--- src/sv/bpca_pkg.sv ---
package bpca_pkg;

	localparam int MAX_CLUSTERS   = 16;
	localparam int PALETTE_SLOTS  = 128;
	localparam int MAX_TRI_JOINTS = 12;
	localparam int JOINT_ID_BITS  = 8;

	localparam int CL_W    = $clog2(MAX_CLUSTERS);
	localparam int TOT_W   = $clog2(MAX_CLUSTERS + 1);
	localparam int SLOT_W  = $clog2(PALETTE_SLOTS);
	localparam int FILL_W  = $clog2(PALETTE_SLOTS + 1);
	localparam int PIDX_W  = $clog2(MAX_TRI_JOINTS);
	localparam int PCNT_W  = $clog2(MAX_TRI_JOINTS + 1);
	localparam int ADDR_W  = CL_W + SLOT_W;
	localparam int ROOM_W  = FILL_W + 2;
	localparam int STORE_DEPTH = MAX_CLUSTERS * PALETTE_SLOTS;

	localparam logic [7:0] SLOT_LIMIT_RESET = 8'd78;

	localparam logic REQ_JOINT = 1'b0;
	localparam logic REQ_CLEAR = 1'b1;

	localparam logic [1:0] PLACE_CONTAINED = 2'd0;
	localparam logic [1:0] PLACE_OVERLAP   = 2'd1;
	localparam logic [1:0] PLACE_FREE      = 2'd2;
	localparam logic [1:0] PLACE_NEW       = 2'd3;

	localparam logic [1:0] STAT_OK   = 2'd0;
	localparam logic [1:0] STAT_FULL = 2'd1;
	localparam logic [1:0] STAT_OVER = 2'd2;

	localparam logic REG_SLOT_LIMIT = 1'b0;

	typedef struct packed {
		logic take;
		logic rd;
		logic eval;
		logic decide;
		logic ins;
		logic load;
	} bpca_cmd_t;

	typedef struct packed {
		logic rd_more;
		logic rd_busy;
		logic cl_last;
		logic skip_scan;
		logic ins_needed;
		logic ins_last;
	} bpca_stat_t;

endpackage

--- src/sv/bpca_ctrl.sv ---
module bpca_ctrl import bpca_pkg::*; (
	input  logic       clk,
	input  logic       arst_n,
	input  logic       s_tvalid,
	output logic       s_tready,
	input  logic       item_places,
	output logic       m_tvalid,
	input  logic       m_tready,
	input  bpca_stat_t stat,
	output bpca_cmd_t  cmd
);

	typedef enum logic [2:0] {
		ST_IDLE,
		ST_START,
		ST_READ,
		ST_EVAL,
		ST_DECIDE,
		ST_INSERT,
		ST_DONE
	} state_t;

	state_t state_q;
	state_t state_d;
	logic   m_tvalid_q;

	assign s_tready = (state_q == ST_IDLE);
	assign m_tvalid = m_tvalid_q;

	always_comb begin
		cmd     = '0;
		state_d = state_q;
		case (state_q)
			ST_IDLE: begin
				cmd.take = s_tvalid;
				if (s_tvalid && item_places) begin
					state_d = ST_START;
				end
			end
			ST_START: begin
				state_d = stat.skip_scan ? ST_DECIDE : ST_READ;
			end
			ST_READ: begin
				cmd.rd = stat.rd_more;
				if (!stat.rd_more && !stat.rd_busy) begin
					state_d = ST_EVAL;
				end
			end
			ST_EVAL: begin
				cmd.eval = 1'b1;
				state_d  = stat.cl_last ? ST_DECIDE : ST_READ;
			end
			ST_DECIDE: begin
				cmd.decide = 1'b1;
				state_d    = stat.ins_needed ? ST_INSERT : ST_DONE;
			end
			ST_INSERT: begin
				cmd.ins = 1'b1;
				if (stat.ins_last) begin
					state_d = ST_DONE;
				end
			end
			ST_DONE: begin
				if (!m_tvalid_q || m_tready) begin
					cmd.load = 1'b1;
					state_d  = ST_IDLE;
				end
			end
			default: begin
				state_d = ST_IDLE;
			end
		endcase
	end

	always_ff @(posedge clk or negedge arst_n) begin
		if (!arst_n) begin
			state_q    <= ST_IDLE;
			m_tvalid_q <= 1'b0;
		end else begin
			state_q <= state_d;
			if (cmd.load) begin
				m_tvalid_q <= 1'b1;
			end else if (m_tready) begin
				m_tvalid_q <= 1'b0;
			end
		end
	end

endmodule

--- config.mk ---
export PLATFORM = sky130hd
export DESIGN_NAME = bpca_ctrl
export DESIGN_NICKNAME = d
export VERILOG_FILES = /design/src/sv/bpca_pkg.sv /design/src/sv/bpca_ctrl.sv
export SDC_FILE = /design/constraint.sdc
export NUM_CORES = 1
export LEC_CHECK = 0
export ABC_AREA = 1
export BUFFER_PORTS_ARGS = -buffer_cell sky130_fd_sc_hd__buf_2
export CORE_AREA = 4 4 41 43
export DETAILED_ROUTE_END_ITERATION = 10
export DIE_AREA = 0 0 45 47
export PLACE_DENSITY = 0.62
export SLEW_MARGIN = 0
export SYNTH_ARGS = -nofsm -noshare
export SYNTH_HDL_FRONTEND = slang
export SYNTH_SLANG_ARGS = --single-unit
--- constraint.sdc ---
create_clock -name clk -period 1.3 [get_ports clk]
set_input_delay 0.195 -clock clk [delete_from_list [all_inputs] [get_ports clk]]
set_output_delay 0.195 -clock clk [all_outputs]
set_load 0.05 [all_outputs]
# After elaboration in Yosys (flattened, before gate mapping)
# Index checks and enable logic that the tools add are counted.
# classes
muxes	17
reduce_logical	9
n_eq_ne	10
# op_table
op	count
$pmux W3 S7	1
$mux W3	6
$eq A3 B3 Y1 const B	3
$mux W1	9
$eq A3 B2 Y1 const B	2
$ne A2 B2 Y1 const B	3
$reduce_and A4 Y1	1
$eq A3 B1 Y1 const B	1
$logic_not A1 Y1	3
$logic_not A3 Y1	1
$logic_and A1 B1 Y1	2
$mux W2	1
$ne A2 B1 Y1 const B	1
$reduce_bool A2 Y1	1
$logic_or A1 B1 Y1	1
# word_totals
regBits	4
out_inout_bits	8
word_cells	38
inputBits	11

# Logic depth before layout (Yosys ltp)
# Gate-level depths: netlist (run 1).
# logic_depth
depth_word	5
ltp_mapped	7
mapped_depth_nobuf	6

# Worst setup path before layout (run 1)
# Ideal clock, no wire load.
# synth_timing
path_type	flip-flop to output port
startpoint	register m_tvalid_q, in the netlist m_tvalid
endpoint	output port cmd[0] in the netlist's numbering
required_time_ps	1105
arrival_time_ps	1422
n_path_buf	0
slack_ps	-317
path_stages_with_launch	2
path_cell_list	dfrtp_1 > a21oi_1
# synth_rtl
item	line	rtl
from (decl)	bpca_ctrl.sv:25	logic m_tvalid_q;
from (signal assigned)	bpca_ctrl.sv:78	m_tvalid_q <= 1'b0;
from (signal assigned)	bpca_ctrl.sv:82	m_tvalid_q <= 1'b1;
from (signal assigned)	bpca_ctrl.sv:84	m_tvalid_q <= 1'b0;
to (decl)	bpca_ctrl.sv:10	output bpca_cmd_t cmd

==> flow_metrics.tcl, run 1 <==
set metrics [dict create \
    status "complete, but fails checks" \
    violations "setup timing" \
    total_leakage_power_nw 0.3873 \
    timing_hold_violations_final 0 \
    ys_ff_latch 4 \
    grt_first_pass_wirelength_mm 1.814 \
    period_minus_slack_ns 1.364 \
    die_w_um 45 \
    place_area_um2 529.3 \
    postRouteAntennaNets 0 \
    stdcell_area_um2 738.2 \
    vdd.ir_drop.worst_v 0.001436 \
    syn_avg_cell_area_um2 5.924 \
    yosysWarnings 0 \
    rsz0062_at_grt "yes" \
    die-area_mm2 0.002115 \
    routedWlPerCell_um 9.381 \
    vias 489 \
    cts_tree "built" \
    min_path_type "in -> reg" \
    drt_iter0_drc 1 \
    io_pins 19 \
    period_share_pct 104.9 \
    routabilityCongestion 0.6990 \
    ys_types 15 \
    drv_cap 0 \
    worstPathMaxFanout 4 \
    overflow 0 \
    nNetsFinal 111 \
    clk-insertion-delay-late_ns 0.24 \
    cts-root-buf "clkbuf_4" \
    end_kind "output port" \
    power_frac_comb_pct 74.8 \
    p_sw_w 0.0008912 \
    coreArea_mm2 0.001301 \
    worst_slack_ns -0.06376 \
    finClkSkew_ns 0.007235 \
    holdPathStages 4 \
    clock_sinks 4 \
    maxSlewViolCount 0 \
    internal-power_w 0.0008613 \
    arrival_ns 1.17 \
    worst_pin_slew_ns 0.2599 \
    rows 13 \
    seq_area_frac_synth_pct 26.40 \
    r2r_slack_ns 0.06 \
    nFillCells 133 \
    grt_max_degree 7 \
    holdWs_ns 0.2507 \
    synth_nets 75 \
    clockPowerShare_pct 9.0 \
    mappedNetlistArea_um2 379.1 \
    antenna_found_initial 0 \
    track_usage_pct 12.29 \
    crit_type "reg -> out" \
    drc_errors 0 \
    drt_wl_total_mm 1.060 \
    synthCells 64 \
    fmax_mhz 733.3 \
    diodes 0 \
    power_density_mw_per_mm2 2374 \
    layout-drive-gt1-share_pct 58.16 \
    required_ns 1.11 \
    grt_pass1_vias 473 \
    hpwlAfterDp_um 810.2 \
    clk_pin_slew_ns 0.04 \
    htree_levels 1 \
    crit_path_start_kind "flop" \
    fp.dieH_um 47 \
    portBuffers 18 \
    cts_buffers 3 \
    setup_viol 7 \
    r2r_cells 8 \
    start_util_pct 29.13 \
    clk_path_buf_depth 2 \
    power.share.sequential_pct 16.2 \
    switching_share_pct 50.85 \
    area_growth_pct 94.72 \
    viasPerCell 4.327 \
    max_slew_margin_pct 82.79 \
    drt_pass1_iterations 3 \
]
-- registers in the layout, indices dropped and copies added (netlist names) --
name and cells:
m_tvalid 1, state_q 3
-- critical path, cell delays in order (launching register included) --
cell,delay [ns]
dfrtp_2,0.45
nor2_4,0.15
nand2_4,0.09
nor2_4,0.08
buf_6,0.16
-- timing repair --
item / in CTS / in global routing
hold buffers: 1 / 0
pin swaps: 2 / 1
hold endpoints to repair: 4 / 0
resized for setup: 27 / 5
cloned: 0 / 0
endpoints found under the setup margin: 7 / 8
setup buffers: 5 / 4
-- placed cells by master (no fill, tap or decap) --
cell type,n
nand2_1,15
buf_2,11
buf_4,11
nor2_1,10
inv_1,6
buf_6,6
nor2_2,5
nor2_4,3
nand3_1,3
clkbuf_4,3
buf_8,3
dfrtp_2,3
inv_4,2
nand2_2,2
nand3_4,2
o21ai_1,2
clkinv_4,1
inv_2,1
nand3_2,1
clkinvlp_4,1
nand2_4,1
a21oi_2,1
nor3_1,1
nand4_1,1
a21oi_1,1
dlygate4sd3_1,1
dfrtp_1,1
-- cell usage after synthesis (all sizes together) --
cell type  number  area, um2
nand4           1      6.260
inv            11      41.29
buf             1      11.26
o21ai           2      10.01
nor3            1      5.000
a21oi           2      10.01
dfrtp           4      100.1
nand3           6      40.04
nand2          18      80.07
nor2           18      75.07
-- stage by stage --
step	total power, W	worst slack (ns)	cells	TNS (ns)	util, %
2_1_floorplan	0.0009736	-0.01869	64	-0.01869	-
3_3_place_gp	0.001173	0.05345	100	0	40.67
3_5_place_dp	0.001182	0.03881	100	0	40.67
4_1_cts	0.001659	-0.07973	109	-0.4379	53.17
5_1_grt	0.001886	-0.1289	113	-0.7450	56.73
6_report	0.001753	-0.06376	113	-0.3613	56.73
-- power by group through the flow --
stage	sequential (W)	clock, W	combinational, W
6_report	0.000283	0.000158	0.00131
3_5_place_dp	0.000248	0	0.000934
4_1_cts	0.000281	0.000167	0.00121
2_1_floorplan	0.000265	0	0.000709
3_3_place_gp	0.000246	0	0.000927
5_1_grt	0.000290	0.000176	0.00142
-- cells by family (layout without fill, tap and decap cells) --
logic type / after synthesis / count (layout) / synth area share (%)
DFF: 4 / 4 / 26.40
buffers and inverters: 12 / 46 / 13.86
and+or+nand+nor: 44 / 44 / 54.45
AOI/OAI and AO/OA: 4 / 4 / 5.281
-- layer usage --
| metal | vias to the layer above | GRT usage, % | part of all wire, % |
|---|---|---|---|
| li1 | 268 | - | - |
| met1 | 211 | 12.87 | 37 |
| met2 | 10 | 21.75 | 58 |
| met3 | 0 | 2.682 | 4.4 |
| met4 | 0 | 8.772 | 0 |
| met5 | - | 0 | 0 |
-- final timing paths --
path,start,endpoint
worst max-delay path,state_q[0]$_DFFE_PN0P_,cmd[5]
worst min-delay path,stat[0],state_q[0]$_DFFE_PN0P_
worst max register to register,state_q[2]$_DFFE_PN0P_,state_q[2]$_DFFE_PN0P_
worst min register to register,m_tvalid$_DFFE_PN0P_,m_tvalid$_DFFE_PN0P_
max in group asynchronous,arst_n,state_q[2]$_DFFE_PN0P_
min in group asynchronous,arst_n,state_q[0]$_DFFE_PN0P_
-- final cells by class --
cell class / count / area, um2 / share of cell area [%]
timing repair buffer: 32 / 260.3 / 35.25
tap: 15 / 18.77 / 2.542
multi-input combinational: 48 / 277.8 / 37.63
inverter: 11 / 55.05 / 7.458
clock buffer: 3 / 22.52 / 3.051
sequential: 4 / 103.9 / 14.07
(Power assumes the default switching activity.)
==> run 2, diff against run 1 <==
- ABC_AREA: 1 -> not set
- PLACE_DENSITY: 0.62 -> 0.58
==> flow_metrics.tcl, run 2 <==
set metrics [dict create \
    antenna_found_initial 0 \
    holdWs_ns 0.1768 \
    ys_types 21 \
    total_leakage_power_nw 0.3256 \
    setup_viol 8 \
    period_share_pct 110.7 \
    cts-root-buf "clkbuf_4" \
    htree_levels 1 \
    maxSlewViolCount 0 \
    drt_pass1_iterations 3 \
    finalNonFillerCells 84 \
    routabilityCongestion 0.7653 \
    timing_hold_violations_final 0 \
    clock_sinks 4 \
    track_usage_pct 10.71 \
    drc_errors 0 \
    clk-insertion-delay-late_ns 0.24 \
    largest-register "state_q" \
    clk_path_buf_depth 2 \
    overflow 0 \
    final_cell_mix "buf_2 (11), nand2_1 (8), buf_4 (8)" \
    seq_area_frac_synth_pct 30.77 \
    rsz0062_at_grt "yes" \
    cts_tree "built" \
    die-area_mm2 0.002115 \
    synthTopCellsByArea "dfrtp_1 (31%), nand2_1 (9.2%), nand3b_4 (6.2%), nor2b_1 (5.8%), a21oi_1 (4.6%)" \
    postRouteAntennaNets 0 \
    io_pins 19 \
    cts_buffers 3 \
    r2r_slack_ns -0.03 \
    crit_type "reg -> out" \
    finClkSkew_ns 0.004098 \
    nNetsFinal 82 \
    min_path_type "in -> reg" \
    drt_iter0_drc 5 \
    viasPerCell 4.714 \
    hpwlAfterDp_um 718.4 \
    synth_edf_count 0 \
    diodes 0 \
    ys.flop_type "dfrtp_1" \
    routedWlPerCell_um 12.19 \
    yosysWarnings 0 \
    drv_cap 0 \
    grt_max_degree 7 \
    yosysTopAreaCell "dfrtp_1" \
    grt_first_pass_wirelength_mm 1.587 \
    worst_pin_slew_ns 0.3621 \
    grt_pass1_vias 402 \
    status "complete, but fails checks" \
    period_minus_slack_ns 1.439 \
    violations "setup timing" \
    synthCells 40 \
    rows 13 \
    syn_avg_cell_area_um2 8.133 \
    async_flop_share_pct 100.0 \
    place_inst 77 \
    layout-drive-gt1-share_pct 68.12 \
    largest_register_ff_count 3 \
    crit_path_start_kind "flop" \
    vdd.ir_drop.worst_v 0.001190 \
    synth_most_common_cell "nand2_1" \
    drt_wl_total_mm 1.024 \
    worst_slack_ns -0.1387 \
    die_w_um 45 \
    clk_pin_slew_ns 0.04 \
    end_kind "output port" \
    layout_commonest_cell "buf_2" \
    mappedNetlistArea_um2 325.3 \
    synth_nets 51 \
    power_density_mw_per_mm2 2739 \
    max_slew_margin_pct 75.60 \
    area_growth_pct 98.85 \
    fin_tns_setup_ns -0.7979 \
    ys_ff_latch 4 \
    portBuffers 18 \
    vias 396 \
    start_util_pct 25.00 \
    worstPathMaxFanout 5 \
    ys_top_cells_by_count "nand2_1 (8), dfrtp_1 (4), a21oi_1 (3), nor2_1 (3), nor2b_1 (3)" \
    arrival_ns 1.24 \
    fmax_mhz 695.1 \
    coreArea_mm2 0.001301 \
    fp.dieH_um 47 \
    final_util_pct 49.71 \
    synth.top_cell.area_share_pct 30.77 \
    required_ns 1.11 \
]
## run 2: changes by cell type after synthesis, sizes merged, moves of 2 or more
cell,previous run,this run
nor3b,0,2
and2,0,2
nand2,18,8
nor2,18,3
nand3,6,1
inv,11,1
buf,1,3
nor2b,0,3
## run 2: logic make-up (layout without fill, tap and decap cells)
family | count (synthesis) | after routing | synth area share (%)
AOI/OAI and AO/OA | 9 | 9 | 17.69
buffers and inverters | 4 | 33 | 8.460
DFF | 4 | 4 | 30.77
and+or+nand+nor | 23 | 23 | 43.08
## run 2: worst paths after layout
kind,from,endpoint,cells after the start
min in group asynchronous,arst_n,state_q[0]$_DFFE_PN0P_,2
worst max register to register,state_q[0]$_DFFE_PN0P_,state_q[0]$_DFFE_PN0P_,4
max in group asynchronous,arst_n,state_q[2]$_DFFE_PN0P_,2
worst min register to register,m_tvalid$_DFFE_PN0P_,m_tvalid$_DFFE_PN0P_,2
worst min-delay path,stat[0],state_q[0]$_DFFE_PN0P_,2
worst max-delay path,state_q[2]$_DFFE_PN0P_,cmd[5],3
## run 2: layout make-up
cell class	instances	area, um2
well taps	15	18.77
repair buffers	29	241.5
flip-flops and latches	4	103.9
fillers	137	654.4
clock buffers	3	22.52
inverters	1	3.754
multi-input cells	32	256.5
## run 2: per-stage QoR
step                setup slack, ns  instance area, um2  power [W]
floorplan                   -0.2774               359.1   0.001034
global placement           -0.09150               493.0   0.001264
detailed placement         -0.08854               493.0   0.001264
CTS                         -0.1396               624.3   0.001698
global route                -0.1897               646.9   0.001872
finish                      -0.1387               646.9   0.001772
## run 2: layer usage
| metal | vias up | GRT usage, % | share of wire, % |
|---|---|---|---|
| met4 | 0 | 5.263 | 0 |
| met5 | - | 0 | 0 |
| met3 | 0 | 4.215 | 5.8 |
| li1 | 197 | - | - |
| met2 | 9 | 20.62 | 60 |
| met1 | 190 | 9.677 | 34 |
## run 2: critical path: stages (launching register included)
cell and delay, ns:
dfrtp_2 0.46, nor3_4 0.24, and2_4 0.17, buf_8 0.14
## run 2: repair_timing
item / 4_1_cts / 5_1_grt
pin swaps: 5 / 3
setup endpoints to repair: 9 / 9
hold buffers: 1 / 0
resized for setup: 23 / 7
setup buffers: 3 / 0
endpoints found under the hold margin: 4 / 0
## run 2: report_power, final
part | switching, W | internal [W] | total [W]
logic | 0.000675 | 0.000625 | 0.00130
registers | 0.000122 | 0.000193 | 0.000316
clock network | 0.0000528 | 0.000103 | 0.000156
total | 0.000850 | 0.000922 | 0.00177
